**config.mk**
```make
export PLATFORM = sky130hd
export DESIGN_NAME = md4_hash_from_state_unit
export DESIGN_NICKNAME = d
export VERILOG_FILES = /design/src/rtl/m4h_pkg.sv /design/src/rtl/m4h_front.sv /design/src/rtl/m4h_back.sv /design/src/rtl/md4_hash_from_state_unit.sv
export VERILOG_INCLUDE_DIRS = /design/src /design/src/rtl
export SDC_FILE = /design/constraint.sdc
export NUM_CORES = 2
export LEC_CHECK = 0
export BUFFER_PORTS_ARGS = -buffer_cell sky130_fd_sc_hd__buf_4
export CAP_MARGIN = 25
export CORE_UTILIZATION = 55
export CTS_CLUSTER_SIZE = 40
export DETAILED_ROUTE_END_ITERATION = 12
export PLACE_DENSITY = 0.71
export SLEW_MARGIN = 20
export SYNTH_ARGS = -nofsm -noshare
export SYNTH_HDL_FRONTEND = slang
export SYNTH_SLANG_ARGS = --single-unit
```
**constraint.sdc**
```tcl
create_clock -name clk -period 9.6 [get_ports clk]
set_clock_uncertainty 0.05 [all_clocks]
set_input_delay 0.48 -clock clk [delete_from_list [all_inputs] [get_ports clk]]
set_output_delay 0.48 -clock clk [all_outputs]
set_load 0.01 [all_outputs]
```
**src/rtl/md4_hash_from_state_unit_assert.svh**
```systemverilog
// Assertion macros shared by the hash engine modules.
// Depends on nothing; the including module must provide clk and rst.
`ifndef MD4_HASH_FROM_STATE_UNIT_ASSERT_SVH
`define MD4_HASH_FROM_STATE_UNIT_ASSERT_SVH

// Checks a consequence in the same cycle as its cause.
`define M4H_ASSERT_SAME(label, cause, effect) \
  label: assert property (@(posedge clk) disable iff (rst) (cause) |-> (effect)) \
    else $error("m4h assertion failed");

// Checks a consequence in the cycle after its cause.
`define M4H_ASSERT_NEXT(label, cause, effect) \
  label: assert property (@(posedge clk) disable iff (rst) (cause) |=> (effect)) \
    else $error("m4h assertion failed");

`endif

```
**src/rtl/m4h_pkg.sv**
```systemverilog
// Shared types, constants and round functions of the MD4 hash engine.
// Depends on nothing; used by every module of the engine.
package m4h_pkg;

  localparam int QUEUE_DEPTH_DEFAULT = 4;

  localparam logic [31:0] INIT_A_RESET = 32'h6745_2301;
  localparam logic [31:0] INIT_B_RESET = 32'hEFCD_AB89;
  localparam logic [31:0] INIT_C_RESET = 32'h98BA_DCFE;
  localparam logic [31:0] INIT_D_RESET = 32'h1032_5476;

  localparam int CFG_INDEX_W = 3;
  localparam int CFG_DATA_W  = 60;

  localparam logic [CFG_INDEX_W-1:0] REG_INIT_A      = 3'd0;
  localparam logic [CFG_INDEX_W-1:0] REG_INIT_B      = 3'd1;
  localparam logic [CFG_INDEX_W-1:0] REG_INIT_C      = 3'd2;
  localparam logic [CFG_INDEX_W-1:0] REG_INIT_D      = 3'd3;
  localparam logic [CFG_INDEX_W-1:0] REG_LENGTH_BIAS = 3'd4;

  localparam logic [31:0] K_ROUND2 = 32'h5A82_7999;
  localparam logic [31:0] K_ROUND3 = 32'h6ED9_EBA1;

  localparam logic [7:0] PAD_MARK   = 8'h80;
  localparam logic [5:0] BLOCK_END  = 6'd63;
  localparam logic [5:0] PAD_END    = 6'd55;   // last zero byte before the length field
  localparam logic [5:0] LAST_ROUND = 6'd47;
  localparam logic [3:0] LEN_LO_WORD = 4'd14;
  localparam logic [3:0] LEN_HI_WORD = 4'd15;
  localparam logic [1:0] LAST_INDEX = 2'd3;

  typedef struct packed {
    logic [7:0] data;
    logic       has;
    logic       last;
  } item_t;

  typedef enum logic [2:0] {
    S_IDLE,
    S_ROUND,
    S_FOLD,
    S_PAD,
    S_LEN,
    S_EMIT
  } state_t;

  // What the sequencer does once a compression has been folded in.
  typedef enum logic [1:0] {
    PH_DATA,
    PH_PAD,
    PH_FINAL
  } phase_t;

  // Message word used by round rnd (0..47).
  function automatic logic [3:0] msg_index(input logic [5:0] rnd);
    logic [1:0] i;
    logic [1:0] j;
    logic [3:0] k;
    i = rnd[3:2];
    j = rnd[1:0];
    unique case (rnd[5:4])
      2'd0:    k = rnd[3:0];
      2'd1:    k = {j, i};
      default: k = {j[0], j[1], i[0], i[1]};
    endcase
    return k;
  endfunction

  // Left rotation amount of round rnd.
  function automatic logic [4:0] shift_amt(input logic [5:0] rnd);
    logic [4:0] s;
    unique case ({rnd[5:4], rnd[1:0]})
      4'b00_00: s = 5'd3;
      4'b00_01: s = 5'd7;
      4'b00_10: s = 5'd11;
      4'b00_11: s = 5'd19;
      4'b01_00: s = 5'd3;
      4'b01_01: s = 5'd5;
      4'b01_10: s = 5'd9;
      4'b01_11: s = 5'd13;
      4'b10_00: s = 5'd3;
      4'b10_01: s = 5'd9;
      4'b10_10: s = 5'd11;
      default:  s = 5'd15;
    endcase
    return s;
  endfunction

  // One MD4 step: the new value of the target word.
  function automatic logic [31:0] step(input logic [31:0] a, input logic [31:0] b,
                                       input logic [31:0] c, input logic [31:0] d,
                                       input logic [31:0] x, input logic [5:0] rnd);
    logic [31:0] f;
    logic [31:0] k;
    logic [31:0] sum;
    logic [63:0] dbl;
    unique case (rnd[5:4])
      2'd0: begin
        f = (b & c) | (~b & d);
        k = '0;
      end
      2'd1: begin
        f = (b & c) | (b & d) | (c & d);
        k = K_ROUND2;
      end
      default: begin
        f = b ^ c ^ d;
        k = K_ROUND3;
      end
    endcase
    sum = a + f + x + k;
    dbl = {sum, sum} << shift_amt(rnd);
    return dbl[63:32];
  endfunction

endpackage

```
**src/rtl/m4h_front.sv**
```systemverilog
// Front end of the hash engine: accepts byte items, drops idle ones, queues the rest.
// Depends on m4h_pkg and the assertion macro header.
`include "md4_hash_from_state_unit_assert.svh"

module m4h_front #(
  parameter int QUEUE_DEPTH = m4h_pkg::QUEUE_DEPTH_DEFAULT
) (
  input  logic            clk,
  input  logic            rst,
  input  logic            byte_valid,
  output logic            byte_stall,
  input  logic [7:0]      data_byte,
  input  logic            has_byte,
  input  logic            last,
  output logic            q_valid,
  output m4h_pkg::item_t  q_item,
  input  logic            q_pop
);

  localparam int PTR_W = $clog2(QUEUE_DEPTH);
  localparam int CNT_W = $clog2(QUEUE_DEPTH + 1);
  localparam logic [PTR_W-1:0] PTR_LAST = PTR_W'(QUEUE_DEPTH - 1);
  localparam logic [CNT_W-1:0] CNT_FULL = CNT_W'(QUEUE_DEPTH);

  m4h_pkg::item_t   fifo [QUEUE_DEPTH];
  logic [PTR_W-1:0] wr_ptr;
  logic [PTR_W-1:0] rd_ptr;
  logic [CNT_W-1:0] count;
  logic             push;

  // Items that carry neither a byte nor an end mark change nothing and are dropped here.
  assign byte_stall = (count == CNT_FULL);
  assign push       = byte_valid && !byte_stall && (has_byte || last);
  assign q_valid    = (count != '0);
  assign q_item     = fifo[rd_ptr];

  always_ff @(posedge clk) begin
    if (push) begin
      fifo[wr_ptr] <= '{data: data_byte, has: has_byte, last: last};
    end
  end

  always_ff @(posedge clk) begin
    if (rst) begin
      wr_ptr <= '0;
      rd_ptr <= '0;
      count  <= '0;
    end else begin
      if (push) begin
        wr_ptr <= (wr_ptr == PTR_LAST) ? '0 : wr_ptr + 1'b1;
      end
      if (q_pop) begin
        rd_ptr <= (rd_ptr == PTR_LAST) ? '0 : rd_ptr + 1'b1;
      end
      if (push && !q_pop) begin
        count <= count + 1'b1;
      end else if (q_pop && !push) begin
        count <= count - 1'b1;
      end
    end
  end

  `M4H_ASSERT_NEXT(a_push_visible, push, q_valid)
  `M4H_ASSERT_NEXT(a_count_up, push && !q_pop, count == $past(count) + 1'b1)
  `M4H_ASSERT_NEXT(a_count_down, q_pop && !push, count == $past(count) - 1'b1)

endmodule

```
**src/rtl/m4h_back.sv**
```systemverilog
// Back end of the hash engine: block packing, padding, 48-round compression, digest output.
// Depends on m4h_pkg and the assertion macro header.
`include "md4_hash_from_state_unit_assert.svh"

module m4h_back (
  input  logic                 clk,
  input  logic                 rst,
  input  logic                 q_valid,
  input  m4h_pkg::item_t       q_item,
  output logic                 q_pop,
  input  logic [3:0][31:0]     init_words,
  input  logic [59:0]          length_bias,
  output logic                 digest_valid,
  input  logic                 digest_stall,
  output logic [31:0]          digest_word,
  output logic [1:0]           word_index,
  output logic                 last_word
);

  m4h_pkg::state_t  state;
  m4h_pkg::state_t  state_next;
  m4h_pkg::phase_t  phase;

  logic [3:0][7:0]  blk [16];
  logic [3:0][31:0] chain;
  logic [31:0]      va, vb, vc, vd;
  logic [5:0]       rnd;
  logic [63:0]      byte_count;
  logic             in_message;
  logic [5:0]       pad_pos;
  logic             pad_first;
  logic             item_last;
  logic [1:0]       widx;

  logic [63:0]      cnt_eff;
  logic [5:0]       item_pos;
  logic [63:0]      len_bits;
  logic [31:0]      x_word;
  logic [31:0]      step_out;
  logic             emit_push;
  logic             byte_wr;
  logic [5:0]       byte_wr_pos;
  logic [7:0]       byte_wr_data;
  logic             start_round;

  assign cnt_eff  = in_message ? byte_count : '0;
  assign item_pos = cnt_eff[5:0];
  assign len_bits = (byte_count + {4'b0, length_bias}) << 3;
  assign x_word   = blk[m4h_pkg::msg_index(rnd)];
  assign step_out = m4h_pkg::step(va, vb, vc, vd, x_word, rnd);

  always_comb begin
    state_next = state;
    unique case (state)
      m4h_pkg::S_IDLE: begin
        if (q_valid) begin
          if (q_item.has && item_pos == m4h_pkg::BLOCK_END) begin
            state_next = m4h_pkg::S_ROUND;
          end else if (q_item.last) begin
            state_next = m4h_pkg::S_PAD;
          end
        end
      end
      m4h_pkg::S_ROUND: begin
        if (rnd == m4h_pkg::LAST_ROUND) begin
          state_next = m4h_pkg::S_FOLD;
        end
      end
      m4h_pkg::S_FOLD: begin
        unique case (phase)
          m4h_pkg::PH_DATA:  state_next = item_last ? m4h_pkg::S_PAD : m4h_pkg::S_IDLE;
          m4h_pkg::PH_PAD:   state_next = m4h_pkg::S_PAD;
          default:           state_next = m4h_pkg::S_EMIT;
        endcase
      end
      m4h_pkg::S_PAD: begin
        if (pad_pos == m4h_pkg::BLOCK_END) begin
          state_next = m4h_pkg::S_ROUND;
        end else if (pad_pos == m4h_pkg::PAD_END) begin
          state_next = m4h_pkg::S_LEN;
        end
      end
      m4h_pkg::S_LEN: begin
        state_next = m4h_pkg::S_ROUND;
      end
      m4h_pkg::S_EMIT: begin
        if (emit_push && widx == m4h_pkg::LAST_INDEX) begin
          state_next = m4h_pkg::S_IDLE;
        end
      end
      default: state_next = m4h_pkg::S_IDLE;
    endcase
  end

  always_comb begin
    q_pop        = (state == m4h_pkg::S_IDLE) && q_valid;
    emit_push    = (state == m4h_pkg::S_EMIT) && (!digest_valid || !digest_stall);
    start_round  = (state_next == m4h_pkg::S_ROUND) && (state != m4h_pkg::S_ROUND);
    byte_wr      = 1'b0;
    byte_wr_pos  = pad_pos;
    byte_wr_data = pad_first ? m4h_pkg::PAD_MARK : 8'h00;
    if (q_pop && q_item.has) begin
      byte_wr      = 1'b1;
      byte_wr_pos  = item_pos;
      byte_wr_data = q_item.data;
    end else if (state == m4h_pkg::S_PAD) begin
      byte_wr      = 1'b1;
    end
  end

  // Block store: never cleared, every byte is written before a compression reads it.
  always_ff @(posedge clk) begin
    if (byte_wr) begin
      blk[byte_wr_pos[5:2]][byte_wr_pos[1:0]] <= byte_wr_data;
    end
    if (state == m4h_pkg::S_LEN) begin
      blk[m4h_pkg::LEN_LO_WORD] <= len_bits[31:0];
      blk[m4h_pkg::LEN_HI_WORD] <= len_bits[63:32];
    end
  end

  always_ff @(posedge clk) begin
    if (start_round) begin
      va <= chain[0];
      vb <= chain[1];
      vc <= chain[2];
      vd <= chain[3];
    end else if (state == m4h_pkg::S_ROUND) begin
      va <= vd;
      vb <= step_out;
      vc <= vb;
      vd <= vc;
    end
    if (q_pop && !in_message) begin
      chain <= init_words;
    end else if (state == m4h_pkg::S_FOLD) begin
      chain[0] <= chain[0] + va;
      chain[1] <= chain[1] + vb;
      chain[2] <= chain[2] + vc;
      chain[3] <= chain[3] + vd;
    end
    if (emit_push) begin
      digest_word <= chain[widx];
      word_index  <= widx;
      last_word   <= (widx == m4h_pkg::LAST_INDEX);
    end
  end

  always_ff @(posedge clk) begin
    if (rst) begin
      state        <= m4h_pkg::S_IDLE;
      phase        <= m4h_pkg::PH_DATA;
      rnd          <= '0;
      byte_count   <= '0;
      in_message   <= 1'b0;
      pad_pos      <= '0;
      pad_first    <= 1'b0;
      item_last    <= 1'b0;
      widx         <= '0;
      digest_valid <= 1'b0;
    end else begin
      state <= state_next;
      if (q_pop) begin
        in_message <= 1'b1;
        byte_count <= cnt_eff + 64'(q_item.has);
        item_last  <= q_item.last;
        pad_pos    <= item_pos + 6'(q_item.has);
        pad_first  <= 1'b1;
      end
      if (start_round) begin
        rnd <= '0;
        unique case (state)
          m4h_pkg::S_PAD: phase <= m4h_pkg::PH_PAD;
          m4h_pkg::S_LEN: phase <= m4h_pkg::PH_FINAL;
          default:        phase <= m4h_pkg::PH_DATA;
        endcase
      end else if (state == m4h_pkg::S_ROUND) begin
        rnd <= rnd + 1'b1;
      end
      if (state == m4h_pkg::S_FOLD) begin
        pad_pos <= '0;
      end else if (state == m4h_pkg::S_PAD) begin
        pad_pos   <= pad_pos + 1'b1;
        pad_first <= 1'b0;
      end
      if (emit_push) begin
        widx <= widx + 1'b1;
        if (widx == m4h_pkg::LAST_INDEX) begin
          in_message <= 1'b0;
        end
        digest_valid <= 1'b1;
      end else if (!digest_stall) begin
        digest_valid <= 1'b0;
      end
    end
  end

  `M4H_ASSERT_NEXT(a_rounds_end, state == m4h_pkg::S_ROUND && rnd == m4h_pkg::LAST_ROUND,
                   state == m4h_pkg::S_FOLD)
  `M4H_ASSERT_NEXT(a_final_compress, state == m4h_pkg::S_LEN,
                   state == m4h_pkg::S_ROUND && rnd == '0 && phase == m4h_pkg::PH_FINAL)
  `M4H_ASSERT_NEXT(a_digest_done, emit_push && widx == m4h_pkg::LAST_INDEX,
                   state == m4h_pkg::S_IDLE && !in_message && last_word && digest_valid)

endmodule

```
**src/rtl/md4_hash_from_state_unit.sv**
```systemverilog
// Top level of the MD4 hash engine with a configurable starting state.
// Depends on m4h_pkg, m4h_front and m4h_back.

// The engine hashes a byte stream with MD4, starting from the chaining words held in
// registers 0 to 3 (init_a to init_d, reset to the standard MD4 values) and adding
// register 4 (length_bias, in bytes) to the byte count that goes into the padding
// length field, so a message can continue an earlier hash. Each transfer on the byte
// channel carries one byte (has_byte) and may end the message (last); a transfer with
// neither is ignored. At the end of a message four transfers on the digest channel
// carry words A, B, C and D, with last_word set on D. Accepted items go into a small
// queue (QUEUE_DEPTH entries) in front of the sequencer, so the byte channel keeps
// flowing, until the queue is full, while the sequencer works and while a digest word
// waits to be taken. The sequencer takes one byte per cycle while it is idle; the byte
// that completes a 64-byte block starts a compression (48 rounds through one shared
// step unit, then the fold into the chaining words), during which no byte is taken.
// Ending a message writes the padding one byte per cycle up to byte 56 (up to 64 more
// bytes and one more compression when the last block has no room for the length), then
// the length field, a final compression and the four digest words. The user must see that
// registers are written only while the engine is idle; the block does not enforce it.
module md4_hash_from_state_unit #(
  parameter int QUEUE_DEPTH = m4h_pkg::QUEUE_DEPTH_DEFAULT
) (
  input  logic                             clk,
  input  logic                             rst,
  input  logic                             cfg_write_en,
  input  logic [m4h_pkg::CFG_INDEX_W-1:0]  cfg_index,
  input  logic [m4h_pkg::CFG_DATA_W-1:0]   cfg_data,
  input  logic                             byte_valid,
  output logic                             byte_stall,
  input  logic [7:0]                       data_byte,
  input  logic                             has_byte,
  input  logic                             last,
  output logic                             digest_valid,
  input  logic                             digest_stall,
  output logic [31:0]                      digest_word,
  output logic [1:0]                       word_index,
  output logic                             last_word
);

  logic [3:0][31:0] init_words;
  logic [59:0]      length_bias;
  logic             q_valid;
  logic             q_pop;
  m4h_pkg::item_t   q_item;

  // Register writes; an index past the last register is ignored.
  always_ff @(posedge clk) begin
    if (rst) begin
      init_words[0] <= m4h_pkg::INIT_A_RESET;
      init_words[1] <= m4h_pkg::INIT_B_RESET;
      init_words[2] <= m4h_pkg::INIT_C_RESET;
      init_words[3] <= m4h_pkg::INIT_D_RESET;
      length_bias   <= '0;
    end else if (cfg_write_en) begin
      unique case (cfg_index)
        m4h_pkg::REG_INIT_A:      init_words[0] <= cfg_data[31:0];
        m4h_pkg::REG_INIT_B:      init_words[1] <= cfg_data[31:0];
        m4h_pkg::REG_INIT_C:      init_words[2] <= cfg_data[31:0];
        m4h_pkg::REG_INIT_D:      init_words[3] <= cfg_data[31:0];
        m4h_pkg::REG_LENGTH_BIAS: length_bias   <= cfg_data;
        default: ;
      endcase
    end
  end

  // The front end filters and queues items; the back end pops them one at a time.
  m4h_front #(
    .QUEUE_DEPTH(QUEUE_DEPTH)
  ) u_front (
    .clk        (clk),
    .rst        (rst),
    .byte_valid (byte_valid),
    .byte_stall (byte_stall),
    .data_byte  (data_byte),
    .has_byte   (has_byte),
    .last       (last),
    .q_valid    (q_valid),
    .q_item     (q_item),
    .q_pop      (q_pop)
  );

  m4h_back u_back (
    .clk          (clk),
    .rst          (rst),
    .q_valid      (q_valid),
    .q_item       (q_item),
    .q_pop        (q_pop),
    .init_words   (init_words),
    .length_bias  (length_bias),
    .digest_valid (digest_valid),
    .digest_stall (digest_stall),
    .digest_word  (digest_word),
    .word_index   (word_index),
    .last_word    (last_word)
  );

endmodule

```
### After elaboration in Yosys (flattened, before gate mapping)

Memories as Yosys holds them, arrays and structs flattened. A register that Yosys moved wholly into a read port is not among the register bits.
Index checks and enable logic that the tools add are counted.

* $add $sub $neg: 17
* $lt $le $gt $ge: 3
* equality and inequality tests: 22
* shift operators: 1
* mux-type cells: 61
* bitwise operators: 10
* reductions and logical operators: 37

Operators with widths (count)
* $mux 32: 12
* $mux 128: 2
* $add 32x32->32: 6
* $and 32x32->32: 4
* $or 32x32->32: 3
* $add 64x1->64: 1
* $bmux 32 s2: 1
* $mux 64: 1
* $pmux 32 s2: 1
* $shl 64x5->64: 1
* $xor 32x32->32: 2
* $pmux 31 s2: 1
* $add 61x60->61: 1
* $add 32x31->32: 1
* $not 32->32: 1
* $reduce_or 32->1: 1
* $mux 3: 9
* $eq 6x6->1 const B: 4
* $mux 8: 3
* $mux 6: 3
* $pmux 3 s6: 1
* $demux 8 s2: 1
* $mux 1: 15
* $add 6x1->6 const B: 2
* other kinds (27): 74

* bits in registers: 573
* memory bits (writable): 552
* memory bits (read-only): 64
* input bits: 78
* output and inout port bits: 37
* memories: 3

Memory list
* u_back.blk: words 16, width 32, read ports 1, clocked after Yosys merged registers in 0, wr ports 2, line m4h_back.sv:24 `logic [3:0][7:0] blk [16];`
* (name not given): words 16, width 4, read ports 1, clocked after Yosys merged registers in 1, wr ports 0, line m4h_pkg.sv:72 `unique case ({rnd[5:4], rnd[1:0]})`
* u_front.fifo: words 4, width 10, read ports 1, clocked after Yosys merged registers in 1, wr ports 1, line m4h_front.sv:25 `m4h_pkg::item_t fifo [QUEUE_DEPTH];`

### Depth between registers and ports, before layout

* depth in word-level cells: 10
* mapped depth: 27

### By module

Synthesis repeated with hierarchy kept, for this count alone.

* cells, all modules: 5493
* area total of the unflattened synthesis: 61884.4 um^2

By module, submodules not included
* m4h_back: instances 1, cells each 4671, area each 52406.5 um^2, seq. area each 25844.8 um^2
* md4_hash_from_state_unit: instances 1, cells each 719, area each 7544.7 um^2, seq. area each 3763.6 um^2
* m4h_front: instances 1, cells each 103, area each 1933.1 um^2, seq. area each 1381.3 um^2

### Worst setup path before layout

OpenSTA, ideal clock, no wires.

* kind: reg2reg
* start point: reg u_back.rnd[4]
* end point: reg u_back.vb[16] (data pin)
* arrival time: 6.532 ns
* required time: 9.291 ns
* path slack: 2.759 ns
* stages on the path, launching flop included: 27
* buffers on the path: 6
* period minus slack after synthesis: 6.841 ns
* path through: dfxtp_1 buf_2 mux2i_1 o21a_1 buf_2 buf_2 buf_1 buf_2 mux4_2 a211oi_1 a21oi_1 fa_1 inv_1 fa_1 inv_1 ha_1 buf_2 nand3_1 or4_1 o211a_1 nand3_1 a41oi_1 nor3_1 nor3_1 mux4_2 a211oi_1 nor2_1

* cells in the longest elaborated chain, start to end: 8
* elaborated cells on any way between the ends: 17
* classes of those cells: 3 x add/sub; 3 x eq/ne; 1 x shift; 7 x mux; 2 x reduce/logical; 1 x memory

Ends and longest elaborated chain
* start, declared: line m4h_back.sv:27 `logic [5:0] rnd;`
* start signal, assigned: line m4h_back.sv:178 `rnd <= rnd + 1'b1;`
* $eq 2x1->1 / $logic_not 2->1 (equally long branches): line m4h_pkg.sv:61, m4h_pkg.sv:97
* $pmux 32 s2 / $pmux 4 s2 (equally long branches): line m4h_pkg.sv:97, m4h_pkg.sv:61
* $add 32x32->32 / $mem_v2 16x32 (equally long branches)
* $add 32x32->32: line m4h_pkg.sv:111 `sum = a + f + x + k;`
* $add 32x31->32: line m4h_pkg.sv:111
* $shl 64x5->64: line m4h_pkg.sv:112 `dbl = {sum, sum} << shift_amt(rnd);`
* $mux 32: line m4h_back.sv:128 `end else if (state == m4h_pkg::S_ROUND) begin`
* $mux 32 (*): line m4h_back.sv:123 `if (start_round) begin`
* end signal, assigned: line m4h_back.sv:125 `vb <= chain[1];`
* end signal, assigned: line m4h_back.sv:130 `vb <= step_out;`
* end, declared: line m4h_back.sv:26 `logic [31:0] va, vb, vc, vd;`

Mark *: on every way between the ends. The rest lies on a longest branch, timed or not. The select of a mux whose other input is x is not followed.
A chain may end at the register's enable or synchronous reset.

### Worst setup path after layout

Same ends and word-level chain as after synthesis.

==> metrics.log <==
INFO  metric synth_seq_cells = roughly 1100
INFO  metric multi_input_comb_area = approximately 28000 µm²
INFO  metric synth_area_leaders = sky130_fd_sc_hd__edfxtp_1, sky130_fd_sc_hd__dfxtp_1, sky130_fd_sc_hd__mux4_2
INFO  metric reg2reg_setup_slack = approximately 1.6 ns
INFO  metric synth.most_common_cell = sky130_fd_sc_hd__nand2_1
INFO  metric final.fill_count = around 8700
INFO  metric setup.worst_path.start_class = flip-flop
INFO  metric holdCritStartpoint = cfg_data[23]
INFO  metric first_global_vias = between 40000 and 50000
INFO  metric required = approximately 10 ns
INFO  metric place_hpwl = around 130000 µm
INFO  metric netlist.top_cell.by_area = sky130_fd_sc_hd__edfxtp_1
INFO  metric root_buffer = sky130_fd_sc_hd__clkbuf_16
INFO  metric cts_hold_repair.buffers = 55
INFO  metric worst_hold_path.endpoint = length_bias[23]$_SDFFE_PP0P_
INFO  metric cpMostUsedCell = sky130_fd_sc_hd__nor3_1
INFO  metric mappedNetlistNets = 6038
INFO  metric clkSinkCount = roughly 1100
INFO  metric worstPathBufferInverterCount = 4
INFO  metric post_synth_instance_area = between 60000 and 70000 µm²
INFO  metric synth_sequential_area_ratio = roughly 50%
INFO  metric htree_num_levels = 3
INFO  metric max-cap-violations = 0
INFO  metric grt_max_degree = around 120
INFO  metric yosysUniqueCellTypes = just under 90
INFO  metric average_cell_area_after_synthesis = around 11 µm²
INFO  metric antenna_viol_nets_final = 0
INFO  metric die_area = roughly 110000 µm²
INFO  metric min_period_over_period = 83.0%
INFO  metric ff_latch_area = a little over 30000 µm²
INFO  metric synthesis.yosys.warnings = 0
INFO  metric critical_path_cell_by_cell = buf_4 > nand2b_1 > a21oi_1 > a21oi_4 > buf_12 > mux4_2 > nor2b_1 > a211oi_1 > a21oi_1 > fa_1 > inv_1 > fa_1 > inv_1 > ha_1 > nand3_1 > nor3_1 > o2111ai_1 > nand3_1 > a41oi_1 > nor3_1 > nor3_1 > mux4_2 > a211oi_1 > nor2_1
INFO  metric row_count = roughly 120
INFO  metric crit_type = reg2reg
INFO  metric fin_nets = 6100
INFO  metric ff2ff_path_depth = 24
INFO  metric timing.max_slew.rel_slack = 23.5%
INFO  metric hold_path_depth = 3
INFO  metric cts.clk_slew.worst_paths = approximately 0.07 ns
INFO  metric grt_antenna_before_repair = 6
INFO  metric finalSetupViolCount = 0
INFO  metric result_of_the_run = complete, no violations
INFO  metric endpoint_of_the_worst_slack_reg_to_reg_timing_path = u_back.vb[16]$_DFFE_PP_
INFO  metric fmax = about 130 MHz
INFO  metric clk-insertion-delay-late = between 0.7 and 0.8 ns
INFO  metric stdcell_area = just under 70000 µm²
INFO  metric postCtsSetupRepairBufs = 0
INFO  metric port-buffer-count = about 110
INFO  metric drc_errors = 0
INFO  metric cpLargestDelayFamily = compound AO/OA/AOI/OAI gates
INFO  metric async_flop_share = 0%
INFO  metric detailroute.via_count = between 40000 and 50000
INFO  metric synth-edff-count = 840
INFO  metric syn_to_final_growth = 11.2%
INFO  metric tritoncts.num_buffers = between 100 and 150
INFO  metric dieHeight = between 300 and 400 µm
INFO  metric synth_top_area_share = 41.5%
INFO  metric final-hold-violation-count = 0
INFO  metric design.core.area = about 110000 µm²
INFO  metric placement.cell_area = 63100 µm²
INFO  metric worst_path_max_delay_cell = sky130_fd_sc_hd__dfxtp_2
INFO  metric global_route_wire_length_before_repair = ~280000 µm
INFO  metric grt_setup_unrepaired = false
INFO  metric design.portCount = around 120
INFO  metric worst_ep_arrival_time = roughly 8.4 ns
INFO  metric die_x = 334 µm
INFO  metric globalplace.congestion = ~0.98
INFO  metric detail_route.vias_per_cell = approximately 6.3
INFO  metric tightestPinTransition = 1.14 ns
INFO  metric final_period_minus_worst_setup_slack = around 8.0 ns
INFO  metric synth-main-ff-cell = sky130_fd_sc_hd__edfxtp_1
INFO  metric drive_gt1_share = between 10% and 20%
INFO  metric drt_first_pass_iters = 6
INFO  metric timing.hold.worst.class = in2reg
INFO  metric ctsResizeCount = 0
INFO  metric gr-usage-all-layers = between 30 and 40%
INFO  metric slew_violations = 0
INFO  metric drt_wl_total = 186000 µm
INFO  metric start_util = ~56%
INFO  metric tritoncts = done
INFO  metric cp-end-kind = flip-flop
INFO  metric routed_wire_length_per_instance = around 26 µm
INFO  metric dr.first_iter.drc_count = roughly 5300
INFO  metric clk_path_buf_depth = 3
INFO  metric worst_r2r_startpoint = u_back.rnd[4]$_SDFFE_PP0P_
INFO  metric synth_common_cells = sky130_fd_sc_hd__nand2_1, sky130_fd_sc_hd__edfxtp_1, sky130_fd_sc_hd__a21oi_1
INFO  metric max_stage_delay_on_crit_path = 0.79 ns
INFO  metric critical_path.max_fanout = 39
INFO  metric setup-tns-final = 0 ns
INFO  metric post_synth_inst_count = between 5000 and 6000
INFO  metric grt_overflow_total = 0
## worst max path at each step
stage	start	endpoint	slack, ns	cells after the start
after CTS	u_back.rnd[4]$_SDFFE_PP0P_	u_back.vb[16]$_DFFE_PP_	1.60	19
after global routing	u_back.rnd[4]$_SDFFE_PP0P_	u_back.vb[6]$_DFFE_PP_	1.24	25
after floorplan	u_back.rnd[4]$_SDFFE_PP0P_	u_back.vb[16]$_DFFE_PP_	2.76	26
after detailed placement	u_back.rnd[4]$_SDFFE_PP0P_	u_back.vb[16]$_DFFE_PP_	1.63	19
after global placement	u_back.rnd[4]$_SDFFE_PP0P_	u_back.vb[16]$_DFFE_PP_	1.71	19
final	u_back.rnd[4]$_SDFFE_PP0P_	u_back.vb[16]$_DFFE_PP_	1.64	24
## area by class of cell
cell class              instances  area share, %
multi-input cells            4052           41.7
clock buffers                 164           4.98
clock inverters                55          0.799
repair buffers                236           3.07
inverters                     163          0.905
well taps                    1476           2.73
flip-flops and latches       1128           45.8
diodes                          1        0.00370
## per-stage QoR
| stage | cells | hold WS, ns | util [%] | setup slack (ns) |
|---|---|---|---|---|
| floorplan | 5634 | 0.382 | - | 2.76 |
| global placement | 6993 | 0.391 | 57.7 | 1.71 |
| detailed placement | 6995 | 0.397 | 57.8 | 1.63 |
| CTS | 7269 | 0.00139 | 61.9 | 1.60 |
| global route | 7274 | 0.0237 | 62.0 | 1.24 |
| finish | 7275 | 0.0372 | 62.0 | 1.64 |
## metal layers
metal	vias up	track usage, %	wire [µm]
li1	20625	-	-
met2	2353	50.1	83100
met4	14	11.7	6750
met1	22480	47.1	76900
met3	362	6.95	19700
met5	-	0	103
## sequential cells by signal, indices dropped and copies added, names as in the netlist, 3 cells and up, named ones only
| name | flops |
|---|---|
| u_back.digest_word | 32 |
| init_words | 128 |
| u_back.byte_count | 61 |
| u_front.count | 3 |
| u_back.va | 32 |
| u_back.rnd | 6 |
| u_back.chain | 128 |
| u_back.pad_pos | 6 |
| u_back.vc | 32 |
| u_front.fifo | 40 |
| u_back.vd | 32 |
| length_bias | 60 |
| u_back.blk | 512 |
| u_back.vb | 32 |
| u_back.state | 3 |
## layout by cell type, fill, tap and decap left out, types with 75 or more instances in the layout
master                         n
sky130_fd_sc_hd__xnor2_1     133
sky130_fd_sc_hd__edfxtp_1    840
sky130_fd_sc_hd__mux4_2      173
sky130_fd_sc_hd__nor2_1      435
sky130_fd_sc_hd__dfxtp_1     284
sky130_fd_sc_hd__fa_1         84
sky130_fd_sc_hd__a21o_1      109
sky130_fd_sc_hd__a21oi_1     498
sky130_fd_sc_hd__nand2_1    1024
sky130_fd_sc_hd__ha_1        242
sky130_fd_sc_hd__clkbuf_16   123
sky130_fd_sc_hd__buf_4       168
sky130_fd_sc_hd__inv_1       159
sky130_fd_sc_hd__xor2_1      113
sky130_fd_sc_hd__nor3_1       75
sky130_fd_sc_hd__nand3b_1     79
sky130_fd_sc_hd__o21ai_0     264
sky130_fd_sc_hd__mux2i_1     115
## logic make-up after synthesis
kind of cell               synth area share (%)
and+or+nand+nor                            13.8
buffers and inverters                      2.87
DFF                                        51.0
adders and majority gates                  7.75
xor gates and xnor gates                   3.54
muxes                                      8.75
AOI/OAI and AO/OA                          12.3
## tightest hold or removal path, stage by stage
cell	delay [ns]
sky130_fd_sc_hd__buf_4	0.16
sky130_fd_sc_hd__nand2_1	0.07
sky130_fd_sc_hd__a21oi_1	0.05
Power is not shown: default switching activity piles up to over one toggle a cycle in this logic, so the estimate is an artifact.
